### src/rtl/fcc_pkg.sv
`timescale 1ns / 1ps
`default_nettype none

package fcc_pkg;

    localparam int RULE_SLOTS  = 32;
    localparam int FACT_SLOTS  = 32;
    localparam int SYMBOL_BITS = 8;

    localparam int RULE_IDX_BITS = (RULE_SLOTS > 1) ? $clog2(RULE_SLOTS) : 1;
    localparam int RULE_CNT_BITS = $clog2(RULE_SLOTS + 1);
    localparam int FACT_IDX_BITS = (FACT_SLOTS > 1) ? $clog2(FACT_SLOTS) : 1;
    localparam int FACT_CNT_BITS = $clog2(FACT_SLOTS + 1);

    typedef logic [SYMBOL_BITS-1:0] symbol_t;

    typedef enum logic [1:0] {
        FUNC_ADD_RULE = 2'd0,
        FUNC_ADD_FACT = 2'd1,
        FUNC_RUN      = 2'd2,
        FUNC_CLEAR    = 2'd3
    } func_t;

    typedef enum logic [1:0] {
        KIND_ACCEPTED = 2'd0,
        KIND_IGNORED  = 2'd1,
        KIND_DERIVED  = 2'd2,
        KIND_DONE     = 2'd3
    } kind_t;

endpackage

`default_nettype wire

### src/rtl/forward_chaining_closure_unit.sv
`timescale 1ns / 1ps
`default_nettype none

// Channel   Handshake                   Payload
// item      item_valid / item_ready     func, symbol_a, symbol_b
// result    result_valid / result_ready kind, symbol, saturated, last
//
// Add rule and clear facts go straight to the result; add fact first searches the fact list.
// A run visits rules one at a time: it fetches a rule, then searches the facts for the premise
// and then the conclusion, all through the single fact memory read port.
// A search ends at the first match or when it reaches the end of the list.
// Passes repeat until one derives nothing or the fact list is full.
// item_ready is high only while the sequencer is idle; a result waits in the output register.
// Reset empties the rule table and fact list at once; no clearing pass is needed.

module forward_chaining_closure_unit (
    input  wire logic                         clk,
    input  wire logic                         rst_n,
    input  wire logic                         item_valid,
    output logic                              item_ready,
    input  wire logic [1:0]                   func,
    input  wire logic [fcc_pkg::SYMBOL_BITS-1:0] symbol_a,
    input  wire logic [fcc_pkg::SYMBOL_BITS-1:0] symbol_b,
    output logic                              result_valid,
    input  wire logic                         result_ready,
    output logic [1:0]                        kind,
    output logic [fcc_pkg::SYMBOL_BITS-1:0]   symbol,
    output logic                              saturated,
    output logic                              last
);

    typedef enum logic [2:0] {
        S_IDLE,
        S_SCAN_RD,
        S_SCAN_CMP,
        S_RULE_RD,
        S_RULE_KEY,
        S_EMIT
    } state_t;

    typedef enum logic [1:0] {
        PH_FACT,
        PH_PREM,
        PH_CONC
    } phase_t;

    state_t state_reg, state_next;
    phase_t phase_reg, phase_next;

    logic [fcc_pkg::RULE_CNT_BITS-1:0] rule_total_reg, rule_total_next;
    logic [fcc_pkg::FACT_CNT_BITS-1:0] fact_total_reg, fact_total_next;
    logic [fcc_pkg::RULE_CNT_BITS-1:0] rule_idx_reg, rule_idx_next;
    logic [fcc_pkg::FACT_CNT_BITS-1:0] scan_idx_reg, scan_idx_next;
    fcc_pkg::symbol_t key_reg, key_next;
    logic added_reg, added_next;

    fcc_pkg::kind_t pend_kind_reg, pend_kind_next;
    fcc_pkg::symbol_t pend_sym_reg, pend_sym_next;
    logic pend_sat_reg, pend_sat_next;
    logic pend_last_reg, pend_last_next;

    logic out_valid_reg, out_valid_next;
    fcc_pkg::kind_t out_kind_reg, out_kind_next;
    fcc_pkg::symbol_t out_sym_reg, out_sym_next;
    logic out_sat_reg, out_sat_next;
    logic out_last_reg, out_last_next;

    // Memories for the rule table and fact list.
    fcc_pkg::symbol_t rule_prem_mem [fcc_pkg::RULE_SLOTS];
    fcc_pkg::symbol_t rule_conc_mem [fcc_pkg::RULE_SLOTS];
    fcc_pkg::symbol_t fact_mem      [fcc_pkg::FACT_SLOTS];
    fcc_pkg::symbol_t prem_rd_reg;
    fcc_pkg::symbol_t conc_rd_reg;
    fcc_pkg::symbol_t fact_rd_reg;

    logic rule_we, rule_re, fact_we, fact_re;

    logic item_fire;
    logic out_free;
    logic fact_full;
    logic scan_done;
    logic scan_found;

    assign item_ready = (state_reg == S_IDLE);
    assign item_fire  = item_valid && item_ready;
    assign out_free   = !out_valid_reg || result_ready;
    assign fact_full  = (fact_total_reg == fcc_pkg::FACT_CNT_BITS'(fcc_pkg::FACT_SLOTS));

    assign result_valid = out_valid_reg;
    assign kind         = out_kind_reg;
    assign symbol       = out_sym_reg;
    assign saturated    = out_sat_reg;
    assign last         = out_last_reg;

    always_ff @(posedge clk)
    begin
        if (rule_we)
        begin
            rule_prem_mem[rule_total_reg[fcc_pkg::RULE_IDX_BITS-1:0]] <= symbol_a;
            rule_conc_mem[rule_total_reg[fcc_pkg::RULE_IDX_BITS-1:0]] <= symbol_b;
        end
        if (rule_re)
        begin
            prem_rd_reg <= rule_prem_mem[rule_idx_reg[fcc_pkg::RULE_IDX_BITS-1:0]];
            conc_rd_reg <= rule_conc_mem[rule_idx_reg[fcc_pkg::RULE_IDX_BITS-1:0]];
        end
        if (fact_we)
        begin
            fact_mem[fact_total_reg[fcc_pkg::FACT_IDX_BITS-1:0]] <= key_reg;
        end
        if (fact_re)
        begin
            fact_rd_reg <= fact_mem[scan_idx_reg[fcc_pkg::FACT_IDX_BITS-1:0]];
        end
    end

    always_comb
    begin
        state_next      = state_reg;
        phase_next      = phase_reg;
        rule_total_next = rule_total_reg;
        fact_total_next = fact_total_reg;
        rule_idx_next   = rule_idx_reg;
        scan_idx_next   = scan_idx_reg;
        key_next        = key_reg;
        added_next      = added_reg;
        pend_kind_next  = pend_kind_reg;
        pend_sym_next   = pend_sym_reg;
        pend_sat_next   = pend_sat_reg;
        pend_last_next  = pend_last_reg;
        out_valid_next  = out_valid_reg;
        out_kind_next   = out_kind_reg;
        out_sym_next    = out_sym_reg;
        out_sat_next    = out_sat_reg;
        out_last_next   = out_last_reg;
        rule_we         = 1'b0;
        rule_re         = 1'b0;
        fact_we         = 1'b0;
        fact_re         = 1'b0;
        scan_done       = 1'b0;
        scan_found      = 1'b0;

        if (out_valid_reg && result_ready)
        begin
            out_valid_next = 1'b0;
        end

        case (state_reg)
            S_IDLE:
            begin
                if (item_fire)
                begin
                    pend_sym_next  = '0;
                    pend_sat_next  = 1'b0;
                    pend_last_next = 1'b1;
                    case (fcc_pkg::func_t'(func))
                        fcc_pkg::FUNC_ADD_RULE:
                        begin
                            if (rule_total_reg < fcc_pkg::RULE_CNT_BITS'(fcc_pkg::RULE_SLOTS))
                            begin
                                rule_we         = 1'b1;
                                rule_total_next = rule_total_reg
                                                  + fcc_pkg::RULE_CNT_BITS'(1);
                                pend_kind_next  = fcc_pkg::KIND_ACCEPTED;
                            end
                            else
                            begin
                                pend_kind_next = fcc_pkg::KIND_IGNORED;
                            end
                            state_next = S_EMIT;
                        end
                        fcc_pkg::FUNC_ADD_FACT:
                        begin
                            key_next      = symbol_a;
                            phase_next    = PH_FACT;
                            scan_idx_next = '0;
                            state_next    = S_SCAN_RD;
                        end
                        fcc_pkg::FUNC_RUN:
                        begin
                            rule_idx_next = '0;
                            added_next    = 1'b0;
                            state_next    = S_RULE_RD;
                        end
                        fcc_pkg::FUNC_CLEAR:
                        begin
                            fact_total_next = '0;
                            pend_kind_next  = fcc_pkg::KIND_ACCEPTED;
                            state_next      = S_EMIT;
                        end
                        default:
                        begin
                            state_next = S_IDLE;
                        end
                    endcase
                end
            end

            S_SCAN_RD:
            begin
                if (scan_idx_reg == fact_total_reg)
                begin
                    scan_done = 1'b1;
                end
                else
                begin
                    fact_re    = 1'b1;
                    state_next = S_SCAN_CMP;
                end
            end

            S_SCAN_CMP:
            begin
                if (fact_rd_reg == key_reg)
                begin
                    scan_done  = 1'b1;
                    scan_found = 1'b1;
                end
                else
                begin
                    scan_idx_next = scan_idx_reg + fcc_pkg::FACT_CNT_BITS'(1);
                    state_next    = S_SCAN_RD;
                end
            end

            S_RULE_RD:
            begin
                if (rule_idx_reg == rule_total_reg)
                begin
                    // End of a pass: sweep again only if something was derived.
                    if (added_reg)
                    begin
                        rule_idx_next = '0;
                        added_next    = 1'b0;
                    end
                    else
                    begin
                        pend_kind_next = fcc_pkg::KIND_DONE;
                        pend_sym_next  = '0;
                        pend_sat_next  = 1'b0;
                        pend_last_next = 1'b1;
                        state_next     = S_EMIT;
                    end
                end
                else
                begin
                    rule_re    = 1'b1;
                    state_next = S_RULE_KEY;
                end
            end

            S_RULE_KEY:
            begin
                key_next      = prem_rd_reg;
                phase_next    = PH_PREM;
                scan_idx_next = '0;
                state_next    = S_SCAN_RD;
            end

            S_EMIT:
            begin
                if (out_free)
                begin
                    out_valid_next = 1'b1;
                    out_kind_next  = pend_kind_reg;
                    out_sym_next   = pend_sym_reg;
                    out_sat_next   = pend_sat_reg;
                    out_last_next  = pend_last_reg;
                    if (pend_last_reg)
                    begin
                        state_next = S_IDLE;
                    end
                    else
                    begin
                        rule_idx_next = rule_idx_reg + fcc_pkg::RULE_CNT_BITS'(1);
                        state_next    = S_RULE_RD;
                    end
                end
            end

            default:
            begin
                state_next = S_IDLE;
            end
        endcase

        // A finished fact search is resolved according to what asked for it.
        if (scan_done)
        begin
            case (phase_reg)
                PH_FACT:
                begin
                    pend_sym_next  = '0;
                    pend_last_next = 1'b1;
                    pend_kind_next = fcc_pkg::KIND_IGNORED;
                    pend_sat_next  = 1'b0;
                    if (!scan_found)
                    begin
                        if (fact_full)
                        begin
                            pend_sat_next = 1'b1;
                        end
                        else
                        begin
                            fact_we         = 1'b1;
                            fact_total_next = fact_total_reg + fcc_pkg::FACT_CNT_BITS'(1);
                            pend_kind_next  = fcc_pkg::KIND_ACCEPTED;
                        end
                    end
                    state_next = S_EMIT;
                end
                PH_PREM:
                begin
                    if (scan_found)
                    begin
                        key_next      = conc_rd_reg;
                        phase_next    = PH_CONC;
                        scan_idx_next = '0;
                        state_next    = S_SCAN_RD;
                    end
                    else
                    begin
                        rule_idx_next = rule_idx_reg + fcc_pkg::RULE_CNT_BITS'(1);
                        state_next    = S_RULE_RD;
                    end
                end
                PH_CONC:
                begin
                    if (scan_found)
                    begin
                        rule_idx_next = rule_idx_reg + fcc_pkg::RULE_CNT_BITS'(1);
                        state_next    = S_RULE_RD;
                    end
                    else if (fact_full)
                    begin
                        pend_kind_next = fcc_pkg::KIND_DONE;
                        pend_sym_next  = '0;
                        pend_sat_next  = 1'b1;
                        pend_last_next = 1'b1;
                        state_next     = S_EMIT;
                    end
                    else
                    begin
                        fact_we         = 1'b1;
                        fact_total_next = fact_total_reg + fcc_pkg::FACT_CNT_BITS'(1);
                        added_next      = 1'b1;
                        pend_kind_next  = fcc_pkg::KIND_DERIVED;
                        pend_sym_next   = key_reg;
                        pend_sat_next   = 1'b0;
                        pend_last_next  = 1'b0;
                        state_next      = S_EMIT;
                    end
                end
                default:
                begin
                    state_next = S_IDLE;
                end
            endcase
        end
    end

    always_ff @(posedge clk or negedge rst_n)
    begin
        if (!rst_n)
        begin
            state_reg      <= S_IDLE;
            phase_reg      <= PH_FACT;
            rule_total_reg <= '0;
            fact_total_reg <= '0;
            rule_idx_reg   <= '0;
            scan_idx_reg   <= '0;
            key_reg        <= '0;
            added_reg      <= 1'b0;
            pend_kind_reg  <= fcc_pkg::KIND_ACCEPTED;
            pend_sym_reg   <= '0;
            pend_sat_reg   <= 1'b0;
            pend_last_reg  <= 1'b0;
            out_valid_reg  <= 1'b0;
            out_kind_reg   <= fcc_pkg::KIND_ACCEPTED;
            out_sym_reg    <= '0;
            out_sat_reg    <= 1'b0;
            out_last_reg   <= 1'b0;
        end
        else
        begin
            state_reg      <= state_next;
            phase_reg      <= phase_next;
            rule_total_reg <= rule_total_next;
            fact_total_reg <= fact_total_next;
            rule_idx_reg   <= rule_idx_next;
            scan_idx_reg   <= scan_idx_next;
            key_reg        <= key_next;
            added_reg      <= added_next;
            pend_kind_reg  <= pend_kind_next;
            pend_sym_reg   <= pend_sym_next;
            pend_sat_reg   <= pend_sat_next;
            pend_last_reg  <= pend_last_next;
            out_valid_reg  <= out_valid_next;
            out_kind_reg   <= out_kind_next;
            out_sym_reg    <= out_sym_next;
            out_sat_reg    <= out_sat_next;
            out_last_reg   <= out_last_next;
        end
    end

    a_fact_bound: assert property (@(posedge clk) disable iff (!rst_n)
        fact_total_reg <= fcc_pkg::FACT_CNT_BITS'(fcc_pkg::FACT_SLOTS))
        else $error("fact count exceeds the list size");

    a_rule_bound: assert property (@(posedge clk) disable iff (!rst_n)
        rule_total_reg <= fcc_pkg::RULE_CNT_BITS'(fcc_pkg::RULE_SLOTS))
        else $error("rule count exceeds the table size");

    a_busy_after_accept: assert property (@(posedge clk) disable iff (!rst_n)
        item_fire |=> !item_ready)
        else $error("block accepted a transaction while still busy");

    a_derived_not_last: assert property (@(posedge clk) disable iff (!rst_n)
        (result_valid && out_kind_reg == fcc_pkg::KIND_DERIVED) |-> (!last && !saturated))
        else $error("derived result marked last or saturated");

    a_symbol_zero: assert property (@(posedge clk) disable iff (!rst_n)
        (result_valid && out_kind_reg != fcc_pkg::KIND_DERIVED) |-> (symbol == '0))
        else $error("non-derived result carries a symbol");

endmodule

`default_nettype wire

### config.mk
export PLATFORM = sky130hd
export DESIGN_NAME = forward_chaining_closure_unit
export DESIGN_NICKNAME = d
export VERILOG_FILES = /design/src/rtl/fcc_pkg.sv /design/src/rtl/forward_chaining_closure_unit.sv
export SDC_FILE = /design/constraint.sdc
export NUM_CORES = 1
export LEC_CHECK = 0
export BUFFER_PORTS_ARGS = -buffer_cell sky130_fd_sc_hd__buf_2
export CAP_MARGIN = 40
export CORE_UTILIZATION = 57
export CTS_CLUSTER_DIAMETER = 40
export DETAILED_ROUTE_END_ITERATION = 12
export PLACE_DENSITY_LB_ADDON = 0.12
export SETUP_SLACK_MARGIN = 0.2
export SLEW_MARGIN = 20
export SYNTH_ARGS = -nofsm -noshare
export SYNTH_HDL_FRONTEND = slang
export SYNTH_SLANG_ARGS = --single-unit
### constraint.sdc
create_clock -name clk -period 2.5 [get_ports clk]
set_input_delay 0.5 -clock clk [delete_from_list [all_inputs] [get_ports clk]]
set_output_delay 0.5 -clock clk [all_outputs]
set_load 0.005 [all_outputs]
==> report_table.html, run 1 <==
<table>
<tr><th>Metric</th><th>Value</th></tr>
<tr><th colspan="2">Setup path</th></tr>
<tr><td>Critical path startpoint category</td><td>flip-flop</td></tr>
<tr><td>Register-to-Register Setup Slack</td><td>30 ps</td></tr>
<tr><td>Crit-path max cell delay</td><td>550 ps</td></tr>
<tr><td>Cell with the largest stage delay on the worst path</td><td>sky130_fd_sc_hd__mux4_2</td></tr>
<tr><td>Worst Path Max Fanout</td><td>6</td></tr>
<tr><td>Endpoint of the worst register-to-register path</td><td>prem_rd_reg[0]</td></tr>
<tr><td>Data arrival, critical path</td><td>2860 ps</td></tr>
<tr><td>Nature of the critical path endpoint</td><td>flip-flop</td></tr>
<tr><td>Crit path kind</td><td>reg -&gt; reg</td></tr>
<tr><td>Crit Reg-Reg Startpoint</td><td>rule_idx_reg[0]</td></tr>
<tr><td>Category of cells accounting for the largest share of critical-path delay</td><td>multiplexers</td></tr>
<tr><td>Logic depth of the worst register-to-register path</td><td>6</td></tr>
<tr><td>Required time worst endpoint</td><td>2890 ps</td></tr>
<tr><td>Buffer and inverter count on the worst path</td><td>3</td></tr>
<tr><td>Critical path, cell by cell</td><td>buf_12 &gt; buf_12 &gt; buf_16 &gt; mux4_2 &gt; mux4_2 &gt; mux2_4</td></tr>
<tr><th colspan="2">Min path</th></tr>
<tr><td>WHS Path Cells</td><td>1</td></tr>
<tr><td>Worst Min Path Start</td><td>symbol_a[1]</td></tr>
<tr><td>End of the worst hold path</td><td>rule_prem_mem[2][1]</td></tr>
<tr><td>Path type of the worst min-delay path</td><td>in -&gt; reg</td></tr>
<tr><th colspan="2">STA</th></tr>
<tr><td>Final count of hold timing violations</td><td>0</td></tr>
<tr><td>Final worst hold slack</td><td>247 ps</td></tr>
<tr><td>Final total negative setup slack</td><td>0 ps</td></tr>
<tr><td>Final setup viols</td><td>0</td></tr>
<tr><td>Unrepaired setup endpoints after global routing</td><td>true</td></tr>
<tr><td>Final min period</td><td>2470 ps</td></tr>
<tr><td>Max-Slew Margin vs Limit</td><td>54.4%</td></tr>
<tr><td>Worst-margin pin slew</td><td>682 ps</td></tr>
<tr><td>Post-route fraction of the period consumed by the critical path</td><td>98.8%</td></tr>
<tr><td>Peak Freq</td><td>405 MHz</td></tr>
<tr><td>Clock skew after layout</td><td>22.8 ps</td></tr>
<tr><td>Max Transition Viols Final</td><td>0</td></tr>
<tr><th colspan="2">Clocking</th></tr>
<tr><td>Number of clock sinks</td><td>855</td></tr>
<tr><td>Clock tree from TritonCTS</td><td>done</td></tr>
<tr><td>Clk slew on worst S/H paths</td><td>60 ps</td></tr>
<tr><td>CTS Buf Count</td><td>103</td></tr>
<tr><td>Max H-tree Level</td><td>3</td></tr>
<tr><td>Clock latency of the later-clocked register in the worst-skew pair</td><td>650 ps</td></tr>
<tr><td>Max Buffers Root-to-Sink</td><td>3</td></tr>
<tr><td>Clock Root Buffer</td><td>sky130_fd_sc_hd__clkbuf_16</td></tr>
<tr><th colspan="2">Placed design</th></tr>
<tr><td>Cell Area, Placed</td><td>36700 µm²</td></tr>
<tr><td>Count of buffers from port buffering</td><td>35</td></tr>
<tr><td>HPWL after DPL</td><td>46000 µm</td></tr>
<tr><td>Final weighted congestion of routability-driven global placement</td><td>0.851</td></tr>
<tr><th colspan="2">Power and ir drop</th></tr>
<tr><td>Total power consumption of the routed design</td><td>44.7 mW</td></tr>
<tr><td>Worst IR drop on VDD</td><td>0.966 mV</td></tr>
<tr><td>P_leak</td><td>13.6 nW</td></tr>
<tr><td>Total power per unit cell area</td><td>1080 nW/µm²</td></tr>
<tr><th colspan="2">Layout</th></tr>
<tr><td>Fraction of final layout cells sized beyond drive strength 1</td><td>39.7%</td></tr>
<tr><td>Number of filler instances in the final layout</td><td>3497</td></tr>
<tr><td>Final instance area</td><td>41300 µm²</td></tr>
<tr><td>Area added between synthesis and finish</td><td>21.7%</td></tr>
<tr><td>Net count, final</td><td>1894</td></tr>
<tr><td>Most common cell after layout, fill and taps aside</td><td>sky130_fd_sc_hd__edfxtp_1</td></tr>
<tr><td>Commonest cells after routing, fill and taps aside</td><td>sky130_fd_sc_hd__edfxtp_1 (792), sky130_fd_sc_hd__mux4_2 (240), sky130_fd_sc_hd__clkbuf_16 (109)</td></tr>
<tr><th colspan="2">Floorplan</th></tr>
<tr><td>Number of top-level pins</td><td>36</td></tr>
<tr><td>Area of the die</td><td>60500 µm²</td></tr>
<tr><td>Core footprint</td><td>58900 µm²</td></tr>
<tr><td>Die X</td><td>246 µm</td></tr>
<tr><td>Starting utilization of the core area</td><td>57.6%</td></tr>
<tr><td>Count of standard-cell rows</td><td>89</td></tr>
<tr><td>Floorplan die height</td><td>246 µm</td></tr>
<tr><th colspan="2">Synth</th></tr>
<tr><td>EDFF count, synth</td><td>792</td></tr>
<tr><td>Sequential element share of the synthesized area</td><td>74.8%</td></tr>
<tr><td>Post-synthesis register bit count</td><td>855</td></tr>
<tr><td>Cell types with the largest area share after synthesis</td><td>sky130_fd_sc_hd__edfxtp_1 (70%), sky130_fd_sc_hd__mux4_2 (16%), sky130_fd_sc_hd__dfrtp_1 (4.6%)</td></tr>
<tr><td>Synth Flop Type</td><td>sky130_fd_sc_hd__edfxtp_1</td></tr>
<tr><td>Netlist cell types</td><td>58</td></tr>
<tr><td>Post-synthesis instance total</td><td>1602</td></tr>
<tr><td>Post-synth design cell area</td><td>33900 µm²</td></tr>
<tr><td>Synthesized Nets</td><td>1642</td></tr>
<tr><td>Per-instance average area after synthesis</td><td>21.2 µm²</td></tr>
<tr><td>Fraction of post-synthesis cell area in the top cell type by area</td><td>70.1%</td></tr>
<tr><td>Proportion of synthesized flip-flops having asynchronous set or reset</td><td>7.37%</td></tr>
<tr><td>Largest area contributor in the synthesized netlist</td><td>sky130_fd_sc_hd__edfxtp_1</td></tr>
<tr><td>Number of synthesis warnings</td><td>0</td></tr>
<tr><th colspan="2">Routing</th></tr>
<tr><td>Routed Wire Length</td><td>79200 µm</td></tr>
<tr><td>Total via count in the routed design</td><td>16900</td></tr>
<tr><td>Initial drt markers</td><td>1572</td></tr>
<tr><td>DRC violation count after routing</td><td>0</td></tr>
<tr><td>1st-pass router iterations</td><td>6</td></tr>
<tr><td>Final routed wire length divided by cell count</td><td>29.3 µm</td></tr>
<tr><td>Vias per cell</td><td>6.25</td></tr>
<tr><td>Number of nets with antenna violations after routing</td><td>0</td></tr>
<tr><th colspan="2">Global route</th></tr>
<tr><td>Global-route usage over all layers</td><td>26.9%</td></tr>
<tr><td>Wire length of the first global-routing pass</td><td>115000 µm</td></tr>
<tr><td>Largest net degree at the start of global routing</td><td>68</td></tr>
<tr><td>Via count of the first global-routing pass</td><td>17300</td></tr>
<tr><td>Number of antenna violations at the first check in global routing</td><td>5</td></tr>
<tr><td>Final global-route overflow total</td><td>0</td></tr>
<tr><th colspan="2">Flow run</th></tr>
<tr><td>Max-cap violations</td><td>0</td></tr>
<tr><th colspan="2">Run status</th></tr>
<tr><td>Status</td><td>finished, final reports clean</td></tr>
</table>
[how the worst max path moves through the flow]
stage,startpoint,to,slack (ps),depth (start not counted)
6_report,rule_idx_reg[0],prem_rd_reg[0],30,6
3_5_place_dp,rule_idx_reg[0],prem_rd_reg[7],-30,4
2_1_floorplan,fact_total_reg[5],fact_mem[11][0],120,6
3_3_place_gp,rule_idx_reg[0],prem_rd_reg[7],-20,4
4_1_cts,rule_idx_reg[0],prem_rd_reg[4],40,5
5_1_grt,scan_idx_reg[0],fact_mem[15][7],-10,9
[area by class of cell]
class | instances | area, µm² | share of cell area [%]
Timing Repair Buffer | 225 | 2780 | 6.74
Tap cell | 773 | 967 | 2.34
Clock buffer | 111 | 2630 | 6.37
Multi-Input combinational cell | 645 | 8670 | 21.0
Clock inverter | 75 | 762 | 1.85
Inverter | 24 | 90.1 | 0.218
Antenna cell | 1 | 2.50 | 0.00606
Sequential cell | 855 | 25400 | 61.5
[logic make-up (layout without fill, tap and decap cells)]
kind of cell | Yosys count | count (layout) | share of synthesized area (%)
mux | 282 | 282 | 17.3
simple gates | 225 | 225 | 3.24
other cells | 0 | 1 | 0
xor+xnor | 28 | 28 | 0.723
fa+ha+maj | 18 | 18 | 0.664
buf+inv | 102 | 435 | 1.45
flops | 855 | 855 | 74.8
compound gates | 92 | 92 | 1.83
[metal layers]
layer	vias to the layer above	routed length, µm	track usage (%)
met2	595	40400	44.1
met1	9013	31500	36.1
met3	142	4940	5.57
met5	-	42	0
met4	8	2440	9.54
li1	7182	-	-
[cell usage after synthesis, types with 2 or more instances]
cell                        count
sky130_fd_sc_hd__edfxtp_1     792
sky130_fd_sc_hd__mux4_2       240
sky130_fd_sc_hd__nor2_1        93
sky130_fd_sc_hd__dfrtp_1       63
sky130_fd_sc_hd__clkbuf_1      46
sky130_fd_sc_hd__nand2_1       45
sky130_fd_sc_hd__mux2_2        36
sky130_fd_sc_hd__inv_1         24
sky130_fd_sc_hd__o21ai_1       21
sky130_fd_sc_hd__a21oi_1       18
sky130_fd_sc_hd__ha_1          18
sky130_fd_sc_hd__nand3_1       18
sky130_fd_sc_hd__xnor2_1       14
sky130_fd_sc_hd__xor2_1        14
sky130_fd_sc_hd__buf_6         13
sky130_fd_sc_hd__buf_1         11
sky130_fd_sc_hd__nand3b_1       9
sky130_fd_sc_hd__a222oi_1       8
sky130_fd_sc_hd__and3_1         8
sky130_fd_sc_hd__buf_2          8
sky130_fd_sc_hd__nor2b_1        8
sky130_fd_sc_hd__o21ai_0        7
sky130_fd_sc_hd__mux2i_1        6
sky130_fd_sc_hd__nand4_1        6
sky130_fd_sc_hd__nor3_1         6
sky130_fd_sc_hd__or3_1          6
sky130_fd_sc_hd__a21o_1         5
sky130_fd_sc_hd__a22oi_1        5
sky130_fd_sc_hd__nor4_1         5
sky130_fd_sc_hd__o21a_1         5
sky130_fd_sc_hd__and2_1         4
sky130_fd_sc_hd__nand2b_1       3
sky130_fd_sc_hd__nor3_2         3
sky130_fd_sc_hd__o2bb2ai_1      3
sky130_fd_sc_hd__a2bb2oi_1      2
sky130_fd_sc_hd__a311oi_1       2
sky130_fd_sc_hd__a31oi_1        2
sky130_fd_sc_hd__a32oi_1        2
sky130_fd_sc_hd__and3b_1        2
sky130_fd_sc_hd__and4_1         2
sky130_fd_sc_hd__nor3b_2        2
[power breakdown]
group          leakage, nW  internal, mW  switching, mW
clock network         1.64          8.59           6.03
logic                 3.96          6.02           6.50
registers             7.96          16.9          0.620
[through the flow]
stage / util, % / std cells / worst slack, ps
floorplan: - / 1602 / 118
global placement: 62.3 / 2490 / -21.2
detailed placement: 62.3 / 2490 / -33.0
CTS: 69.6 / 2697 / 39.9
global route: 70.1 / 2708 / -13.4
finish: 70.1 / 2709 / 30.0
[timing repair]
item	CTS	global route
setup buffers	14	5
endpoints found under the setup margin	737	636
gates resized for setup	144	36
hold buffers	1	0
endpoints found under the hold margin	63	0
pin swaps	27	11
gates cloned	6	6
(Power assumes the default switching activity.)
==> run 2: changes to the inputs <==
--- a/config.mk
+++ b/config.mk
@@ -7,6 +7,7 @@
 export LEC_CHECK = 0
 export BUFFER_PORTS_ARGS = -buffer_cell sky130_fd_sc_hd__buf_2
 export CAP_MARGIN = 40
+export CORE_ASPECT_RATIO = 0.5
 export CORE_UTILIZATION = 57
 export CTS_CLUSTER_DIAMETER = 40
 export DETAILED_ROUTE_END_ITERATION = 12
==> report_table.html, run 2 (synthesis results as in run 1) <==
<table>
<tr><th>Metric</th><th>Value</th></tr>
<tr><th colspan="2">STA</th></tr>
<tr><td>Peak Freq</td><td>406 MHz (+0.30%)</td></tr>
<tr><td>Max-Slew Margin vs Limit</td><td>52.0% (-2.4 points)</td></tr>
<tr><td>Clock skew after layout</td><td>22.7 ps (-0.102 ps)</td></tr>
<tr><td>Final setup viols</td><td>0 (unchanged)</td></tr>
<tr><td>Final min period</td><td>2460 ps (-7.48 ps)</td></tr>
<tr><td>Final worst hold slack</td><td>253 ps (+6.02 ps)</td></tr>
<tr><td>Worst path setup slack after routing</td><td>37.5 ps (+7.48 ps)</td></tr>
<tr><td>Final count of hold timing violations</td><td>0 (unchanged)</td></tr>
<tr><td>Max Transition Viols Final</td><td>0 (unchanged)</td></tr>
<tr><td>Unrepaired setup endpoints after global routing</td><td>true</td></tr>
<tr><td>Post-route fraction of the period consumed by the critical path</td><td>98.5% (-0.30 points)</td></tr>
<tr><td>Worst-margin pin slew</td><td>720 ps (+38.0 ps)</td></tr>
<tr><td>Final total negative setup slack</td><td>0 ps (unchanged)</td></tr>
<tr><th colspan="2">Setup path</th></tr>
<tr><td>Worst Path Max Fanout</td><td>9 (+3)</td></tr>
<tr><td>Data arrival, critical path</td><td>2830 ps (-30 ps)</td></tr>
<tr><td>Crit-path max cell delay</td><td>510 ps (-40 ps)</td></tr>
<tr><td>Required time worst endpoint</td><td>2870 ps (-20 ps)</td></tr>
<tr><td>Register-to-Register Setup Slack</td><td>40 ps (about the same)</td></tr>
<tr><td>Critical path, cell by cell</td><td>buf_12 &gt; bufbuf_16 &gt; mux4_2 &gt; mux4_2 &gt; mux2_2</td></tr>
<tr><td>Critical path startpoint category</td><td>flip-flop</td></tr>
<tr><td>Crit path kind</td><td>reg -&gt; reg</td></tr>
<tr><td>Most used cell along the critical path</td><td>sky130_fd_sc_hd__mux4_2</td></tr>
<tr><td>Cell with the largest stage delay on the worst path</td><td>sky130_fd_sc_hd__mux4_2</td></tr>
<tr><td>Nature of the critical path endpoint</td><td>flip-flop</td></tr>
<tr><th colspan="2">Clocking</th></tr>
<tr><td>Max Buffers Root-to-Sink</td><td>3 (unchanged)</td></tr>
<tr><td>Max H-tree Level</td><td>3 (unchanged)</td></tr>
<tr><td>Clock tree from TritonCTS</td><td>done</td></tr>
<tr><td>Number of clock sinks</td><td>855 (unchanged)</td></tr>
<tr><td>Clock Root Buffer</td><td>sky130_fd_sc_hd__clkbuf_16</td></tr>
<tr><td>Clock latency of the later-clocked register in the worst-skew pair</td><td>620 ps (-30 ps)</td></tr>
<tr><td>CTS Buf Count</td><td>72 (-30%)</td></tr>
<tr><td>Clk slew on worst S/H paths</td><td>70 ps (about the same)</td></tr>
<tr><th colspan="2">Power and ir drop</th></tr>
<tr><td>P_leak</td><td>13.0 nW (-3.9%)</td></tr>
<tr><td>Total power per unit cell area</td><td>1020 nW/µm² (-6.0%)</td></tr>
<tr><td>Worst IR drop on VDD</td><td>0.696 mV (-28%)</td></tr>
<tr><th colspan="2">Routing</th></tr>
<tr><td>1st-pass router iterations</td><td>6 (unchanged)</td></tr>
<tr><td>Vias per cell</td><td>6.46 (+3.3%)</td></tr>
<tr><td>Routed Wire Length</td><td>77000 µm (-2.8%)</td></tr>
<tr><td>Initial drt markers</td><td>1818 (+16%)</td></tr>
<tr><td>DRC violation count after routing</td><td>0 (unchanged)</td></tr>
<tr><td>Final routed wire length divided by cell count</td><td>29.2 µm (-0.17%)</td></tr>
<tr><td>Number of nets with antenna violations after routing</td><td>0 (unchanged)</td></tr>
<tr><td>Total via count in the routed design</td><td>17000 (+0.60%)</td></tr>
<tr><th colspan="2">Floorplan</th></tr>
<tr><td>Core footprint</td><td>58100 µm² (-1.4%)</td></tr>
<tr><td>Area of the die</td><td>60500 µm² (about the same)</td></tr>
<tr><td>Number of top-level pins</td><td>36 (unchanged)</td></tr>
<tr><td>Count of standard-cell rows</td><td>62 (-30%)</td></tr>
<tr><td>Floorplan die height</td><td>174 µm (-29%)</td></tr>
<tr><td>Starting utilization of the core area</td><td>58.4% (+0.80 points)</td></tr>
<tr><td>Die X</td><td>347 µm (+41%)</td></tr>
<tr><th colspan="2">Layout</th></tr>
<tr><td>Fraction of final layout cells sized beyond drive strength 1</td><td>37.0% (-2.7 points)</td></tr>
<tr><td>Most common cell after layout, fill and taps aside</td><td>sky130_fd_sc_hd__edfxtp_1</td></tr>
<tr><td>Commonest cells after routing, fill and taps aside</td><td>sky130_fd_sc_hd__edfxtp_1 (792), sky130_fd_sc_hd__mux4_2 (240), sky130_fd_sc_hd__clkbuf_16 (77)</td></tr>
<tr><td>Number of filler instances in the final layout</td><td>3497 (unchanged)</td></tr>
<tr><td>Area added between synthesis and finish</td><td>18.1%</td></tr>
<tr><td>Diodes inserted</td><td>0 (-1)</td></tr>
<tr><td>Net count, final</td><td>1853 (-2.2%)</td></tr>
<tr><td>Final Core Density</td><td>68.9% (-1.2 points)</td></tr>
<tr><th colspan="2">Global route</th></tr>
<tr><td>Global-route usage over all layers</td><td>25.8% (-1.1 points)</td></tr>
<tr><td>Final global-route overflow total</td><td>0 (unchanged)</td></tr>
<tr><td>Wire length of the first global-routing pass</td><td>113000 µm (-1.8%)</td></tr>
<tr><td>Largest net degree at the start of global routing</td><td>47 (-31%)</td></tr>
<tr><td>Via count of the first global-routing pass</td><td>17100 (-1.3%)</td></tr>
<tr><td>Number of antenna violations at the first check in global routing</td><td>1 (-4)</td></tr>
<tr><th colspan="2">Placed design</th></tr>
<tr><td>Final weighted congestion of routability-driven global placement</td><td>0.894 (+5.1%)</td></tr>
<tr><td>HPWL after DPL</td><td>44800 µm (-2.7%)</td></tr>
<tr><td>Count of buffers from port buffering</td><td>35 (unchanged)</td></tr>
<tr><td>Pre-CTS setup slack</td><td>-18.7 ps (+14.4 ps)</td></tr>
<tr><th colspan="2">Flow run</th></tr>
<tr><td>Max-cap violations</td><td>0 (unchanged)</td></tr>
<tr><th colspan="2">Run status</th></tr>
<tr><td>Status</td><td>finished, final reports clean</td></tr>
<tr><th colspan="2">Min path</th></tr>
<tr><td>Path type of the worst min-delay path</td><td>in -&gt; async</td></tr>
</table>
==> run 2: worst paths after layout <==
kind,depth (start not counted),startpoint,endpoint
setup / recovery,5,rule_idx_reg[0],prem_rd_reg[4]
hold / removal,2,rst_n,pend_sym_reg[2]
setup reg to reg,5,rule_idx_reg[0],prem_rd_reg[4]
hold reg to reg,1,symbol[0],symbol[0]
max in group asynchronous,4,rst_n,state_reg[0]
min in group clk,4,item_valid,state_reg[2]
==> run 2: timing repair <==
item	in CTS	in global routing
setup buffers	12	20
cloned	5	4
pin swaps	5	30
setup endpoints to repair	663	570
hold endpoints to repair	30	0
gates resized for setup	39	123
hold buffers	1	0
==> run 2: layout make-up <==
| cell class | instances | area [µm²] | area share (%) |
|---|---|---|---|
| clock buffers | 87 | 1900 | 4.75 |
| repair buffers | 215 | 2670 | 6.67 |
| well taps | 768 | 961 | 2.40 |
| clock inverters | 43 | 342 | 0.853 |
| inverters | 24 | 90.1 | 0.225 |
| flip-flops and latches | 855 | 25400 | 63.4 |
| multi-input cells | 645 | 8690 | 21.7 |
==> run 2: power breakdown <==
group          switching [mW]  internal (mW)
Sequential              0.614           16.9
Clock                    5.05           5.80
Combinational            6.23           6.13
==> run 2: worst max-delay path, delay by kind of cell (launching register included) <==
family | cells | cell delay (ps)
flip-flops | 1 | 460
multiplexers | 3 | 1290
buffers and inverters | 2 | 470
==> run 2: through the flow <==
stage / cell area, µm² / instances / power [mW]
after floorplan: 34200 / 1602 / 25.2
after global placement: 36600 / 2464 / 28.8
after detailed placement: 36600 / 2464 / 29.0
after CTS: 39300 / 2612 / 40.5
after global routing: 40000 / 2637 / 42.3
final: 40000 / 2637 / 40.7
==> run 2: per-layer routing <==
layer  wire length (µm)  global-route usage (%)
met1              32100                    38.6
met4               1300                    5.53
met5                 15                       0
met2              37300                    40.5
met3               6340                    4.76
==> run 3: changes to the inputs <==
--- a/config.mk
+++ b/config.mk
@@ -5,6 +5,7 @@
 export SDC_FILE = /design/constraint.sdc
 export NUM_CORES = 1
 export LEC_CHECK = 0
+export ABC_AREA = 1
 export BUFFER_PORTS_ARGS = -buffer_cell sky130_fd_sc_hd__buf_2
 export CAP_MARGIN = 40
 export CORE_ASPECT_RATIO = 0.5
==> report_table.html, run 3 <==
<table>
<tr><th>Metric</th><th>Value</th></tr>
<tr><th colspan="2">Run status</th></tr>
<tr><td>Status</td><td>finished, final reports clean</td></tr>
<tr><th colspan="2">STA</th></tr>
<tr><td>Clock skew after layout</td><td>19.5 ps (-3.18 ps)</td></tr>
<tr><td>Worst-margin pin slew</td><td>876 ps (+157 ps)</td></tr>
<tr><td>Max Transition Viols Final</td><td>0 (unchanged)</td></tr>
<tr><td>Final count of hold timing violations</td><td>0 (unchanged)</td></tr>
<tr><td>Max-Slew Margin vs Limit</td><td>41.6% (-10 points)</td></tr>
<tr><td>Final total negative setup slack</td><td>0 ps (unchanged)</td></tr>
<tr><td>Post-route fraction of the period consumed by the critical path</td><td>92.8% (-5.7 points)</td></tr>
<tr><td>Final setup viols</td><td>0 (unchanged)</td></tr>
<tr><td>Unrepaired setup endpoints after global routing</td><td>true</td></tr>
<tr><td>Peak Freq</td><td>431 MHz (+6.2%)</td></tr>
<tr><td>Final min period</td><td>2320 ps (-143 ps)</td></tr>
<tr><td>Worst path setup slack after routing</td><td>180 ps (+143 ps)</td></tr>
<tr><th colspan="2">Floorplan</th></tr>
<tr><td>Core footprint</td><td>59800 µm² (+3.0%)</td></tr>
<tr><td>Number of top-level pins</td><td>36 (unchanged)</td></tr>
<tr><td>Die X</td><td>352 µm (+1.3%)</td></tr>
<tr><td>Count of standard-cell rows</td><td>63 (+1.6%)</td></tr>
<tr><td>Starting utilization of the core area</td><td>58.2% (-0.14 points)</td></tr>
<tr><td>Floorplan die height</td><td>177 µm (+1.3%)</td></tr>
<tr><td>Area of the die</td><td>62200 µm² (+2.7%)</td></tr>
<tr><th colspan="2">Routing</th></tr>
<tr><td>1st-pass router iterations</td><td>6 (unchanged)</td></tr>
<tr><td>Total via count in the routed design</td><td>23600 (+38%)</td></tr>
<tr><td>DRC violation count after routing</td><td>0 (unchanged)</td></tr>
<tr><td>Vias per cell</td><td>6.07 (-6.0%)</td></tr>
<tr><td>Initial drt markers</td><td>3034 (+67%)</td></tr>
<tr><td>Routed Wire Length</td><td>92200 µm (+20%)</td></tr>
<tr><td>Number of nets with antenna violations after routing</td><td>0 (unchanged)</td></tr>
<tr><td>Final routed wire length divided by cell count</td><td>23.8 µm (-19%)</td></tr>
<tr><th colspan="2">Layout</th></tr>
<tr><td>Area added between synthesis and finish</td><td>15.2%</td></tr>
<tr><td>Net count, final</td><td>3047 (+64%)</td></tr>
<tr><td>Most common cell after layout, fill and taps aside</td><td>sky130_fd_sc_hd__edfxtp_1</td></tr>
<tr><td>Final instance area</td><td>40100 µm² (+0.24%)</td></tr>
<tr><td>Commonest cells after routing, fill and taps aside</td><td>sky130_fd_sc_hd__edfxtp_1 (792), sky130_fd_sc_hd__nand2_1 (423), sky130_fd_sc_hd__nor2_1 (365)</td></tr>
<tr><td>Number of standard cells in the final layout excluding fillers</td><td>3879 (+47%)</td></tr>
<tr><td>Fraction of final layout cells sized beyond drive strength 1</td><td>14.2% (-23 points)</td></tr>
<tr><th colspan="2">Global route</th></tr>
<tr><td>Global-route usage over all layers</td><td>30.1% (+4.3 points)</td></tr>
<tr><td>Wire length of the first global-routing pass</td><td>138000 µm (+22%)</td></tr>
<tr><td>Largest net degree at the start of global routing</td><td>80 (+70%)</td></tr>
<tr><td>Final global-route overflow total</td><td>0 (unchanged)</td></tr>
<tr><td>Number of antenna violations at the first check in global routing</td><td>0 (-1)</td></tr>
<tr><td>Via count of the first global-routing pass</td><td>22500 (+31%)</td></tr>
<tr><th colspan="2">Flow run</th></tr>
<tr><td>Max-cap violations</td><td>0 (unchanged)</td></tr>
<tr><th colspan="2">Synth</th></tr>
<tr><td>Per-instance average area after synthesis</td><td>12.2 µm² (-42%)</td></tr>
<tr><td>Sequential element share of the synthesized area</td><td>72.8% (-2.0 points)</td></tr>
<tr><td>Most common cell in the synthesized netlist</td><td>sky130_fd_sc_hd__edfxtp_1</td></tr>
<tr><td>Synth Flop Type</td><td>sky130_fd_sc_hd__edfxtp_1</td></tr>
<tr><td>Most used standard cells in the synthesized netlist</td><td>sky130_fd_sc_hd__edfxtp_1 (792), sky130_fd_sc_hd__nand2_1 (426), sky130_fd_sc_hd__nor2_1 (385)</td></tr>
<tr><td>Netlist cell types</td><td>38 (-34%)</td></tr>
<tr><td>Post-synthesis instance total</td><td>2849 (+78%)</td></tr>
<tr><td>Cell types with the largest area share after synthesis</td><td>sky130_fd_sc_hd__edfxtp_1 (68%), sky130_fd_sc_hd__o21ai_0 (4.9%), sky130_fd_sc_hd__nand2_1 (4.6%)</td></tr>
<tr><td>Post-synth design cell area</td><td>34800 µm² (+2.7%)</td></tr>
<tr><td>Proportion of synthesized flip-flops having asynchronous set or reset</td><td>7.37% (unchanged)</td></tr>
<tr><td>Number of synthesis warnings</td><td>0 (unchanged)</td></tr>
<tr><td>Synthesized Nets</td><td>2889 (+76%)</td></tr>
<tr><td>Fraction of post-synthesis cell area in the top cell type by area</td><td>68.3% (-1.9 points)</td></tr>
<tr><td>Post-synthesis register bit count</td><td>855 (unchanged)</td></tr>
<tr><td>Largest area contributor in the synthesized netlist</td><td>sky130_fd_sc_hd__edfxtp_1</td></tr>
<tr><td>EDFF count, synth</td><td>792 (unchanged)</td></tr>
<tr><th colspan="2">Setup path</th></tr>
<tr><td>Source of the critical timing path</td><td>rule_idx_reg[0]</td></tr>
<tr><td>Worst Path Max Fanout</td><td>32 (+23)</td></tr>
<tr><td>Critical path startpoint category</td><td>flip-flop</td></tr>
<tr><td>Data arrival, critical path</td><td>2800 ps (-30 ps)</td></tr>
<tr><td>Nature of the critical path endpoint</td><td>flip-flop</td></tr>
<tr><td>Crit path kind</td><td>reg -&gt; reg</td></tr>
<tr><td>Required time worst endpoint</td><td>2980 ps (+110 ps)</td></tr>
<tr><td>Crit Reg-Reg Startpoint</td><td>rule_idx_reg[0]</td></tr>
<tr><th colspan="2">Placed design</th></tr>
<tr><td>Pre-CTS setup slack</td><td>-115 ps (-95.9 ps)</td></tr>
<tr><td>Number of instances in the placed design</td><td>3729 (+51%)</td></tr>
<tr><td>Cell Area, Placed</td><td>37400 µm² (+2.1%)</td></tr>
<tr><td>Final weighted congestion of routability-driven global placement</td><td>0.921 (+3.0%)</td></tr>
<tr><td>Count of buffers from port buffering</td><td>35 (unchanged)</td></tr>
<tr><td>HPWL after DPL</td><td>56100 µm (+25%)</td></tr>
<tr><th colspan="2">Clocking</th></tr>
<tr><td>CTS Buf Count</td><td>77 (+6.9%)</td></tr>
<tr><td>Number of clock sinks</td><td>855 (unchanged)</td></tr>
<tr><td>Clock Root Buffer</td><td>sky130_fd_sc_hd__clkbuf_16</td></tr>
<tr><td>Max Buffers Root-to-Sink</td><td>3 (unchanged)</td></tr>
<tr><td>Clock latency of the later-clocked register in the worst-skew pair</td><td>640 ps (+20 ps)</td></tr>
<tr><td>Clk slew on worst S/H paths</td><td>70 ps (about the same)</td></tr>
<tr><td>Max H-tree Level</td><td>3 (unchanged)</td></tr>
<tr><td>Clock tree from TritonCTS</td><td>done</td></tr>
<tr><th colspan="2">Min path</th></tr>
<tr><td>Worst Min Path Start</td><td>result_ready</td></tr>
<tr><td>Path type of the worst min-delay path</td><td>in -&gt; reg</td></tr>
<tr><th colspan="2">Power and ir drop</th></tr>
<tr><td>Total power per unit cell area</td><td>940 nW/µm² (-7.7%)</td></tr>
<tr><td>Total power consumption of the routed design</td><td>37.7 mW (-7.4%)</td></tr>
<tr><td>Worst IR drop on VDD</td><td>0.563 mV (-19%)</td></tr>
<tr><td>P_leak</td><td>14.4 nW (+11%)</td></tr>
</table>
run 3: changes by cell type in the layout (fill, tap and decap cells not counted), sizes merged, moves of 31 or more:
cell / previous run / this run
nand3: 18 / 101
mux4: 240 / 0
nor2: 93 / 390
mux2: 36 / 0
o22ai: 0 / 84
o221ai: 1 / 70
o21ai: 28 / 358
nand2: 45 / 432
buf: 210 / 241
o211ai: 1 / 35
a21oi: 18 / 155
inv: 27 / 115
run 3: report_power, final:
| group | internal, mW | total, mW | switching, mW |
|---|---|---|---|
| Sequential | 16.7 | 17.0 | 0.331 |
| Clock | 6.48 | 11.8 | 5.27 |
| Combinational | 2.76 | 8.94 | 6.18 |
| Total | 25.9 | 37.7 | 11.8 |
run 3: final timing paths:
path	end	slack (ps)	cells past startpoint
setup / recovery	prem_rd_reg[7]	180	7
hold / removal	result_valid	160	4
max in group asynchronous	key_reg[4]	1360	4
setup reg to reg	prem_rd_reg[7]	180	7
hold reg to reg	saturated	470	2
min in group asynchronous	symbol[5]	390	2
run 3: kinds of logic (layout without fill, tap and decap cells):
group	after synthesis	after routing	synth area share, %
xor+xnor	17	17	0.427
flops	855	855	72.8
compound gates	713	713	11.6
fa+ha+maj	18	18	0.647
other cells	0	1	0
buf+inv	279	496	3.19
simple gates	967	967	11.3
run 3: repair_timing:
item,in CTS,in global routing
resized for setup,8,50
setup buffers,1,7
hold endpoints to repair,20,0
gates cloned,2,0
endpoints found under the setup margin,141,780
hold buffers,1,0
pin swaps,0,3
run 3: worst max-delay path, stage by stage, from the launching register on:
cell and delay (ps):
sky130_fd_sc_hd__dfrtp_4 520, sky130_fd_sc_hd__inv_8 110, sky130_fd_sc_hd__nand2_2 110, sky130_fd_sc_hd__buf_4 370, sky130_fd_sc_hd__o221ai_1 280, sky130_fd_sc_hd__o21ai_0 360
sky130_fd_sc_hd__nand3_1 230, sky130_fd_sc_hd__nand2_1 150
run 3: metrics by stage:
step / hold WS [ps] / utilization [%]
floorplan: 204 / -
global placement: 452 / 62.5
detailed placement: 462 / 62.5
CTS: 140 / 66.7
global route: 186 / 67.1
finish: 160 / 67.1
run 3: cell type report:
| type | count | area (µm²) |
|---|---|---|
| sequential | 855 | 25400 |
| fill | 4336 | 19700 |
| multi-input combinational | 1715 | 8520 |
| timing repair buffer | 244 | 2310 |
| clock buffer | 99 | 2090 |
| tap | 812 | 1020 |
| inverter | 114 | 453 |
| clock inverter | 39 | 350 |
| antenna | 1 | 2.50 |
run 3: per-layer routing:
layer / up-vias / GRT usage, % / wire length, µm
li1: 10700 / - / -
met1: 11600 / 43.5 / 38600
met2: 1111 / 47.7 / 43400
met3: 149 / 5.31 / 8150
met4: 0 / 7.90 / 2080
met5: - / 0 / 0
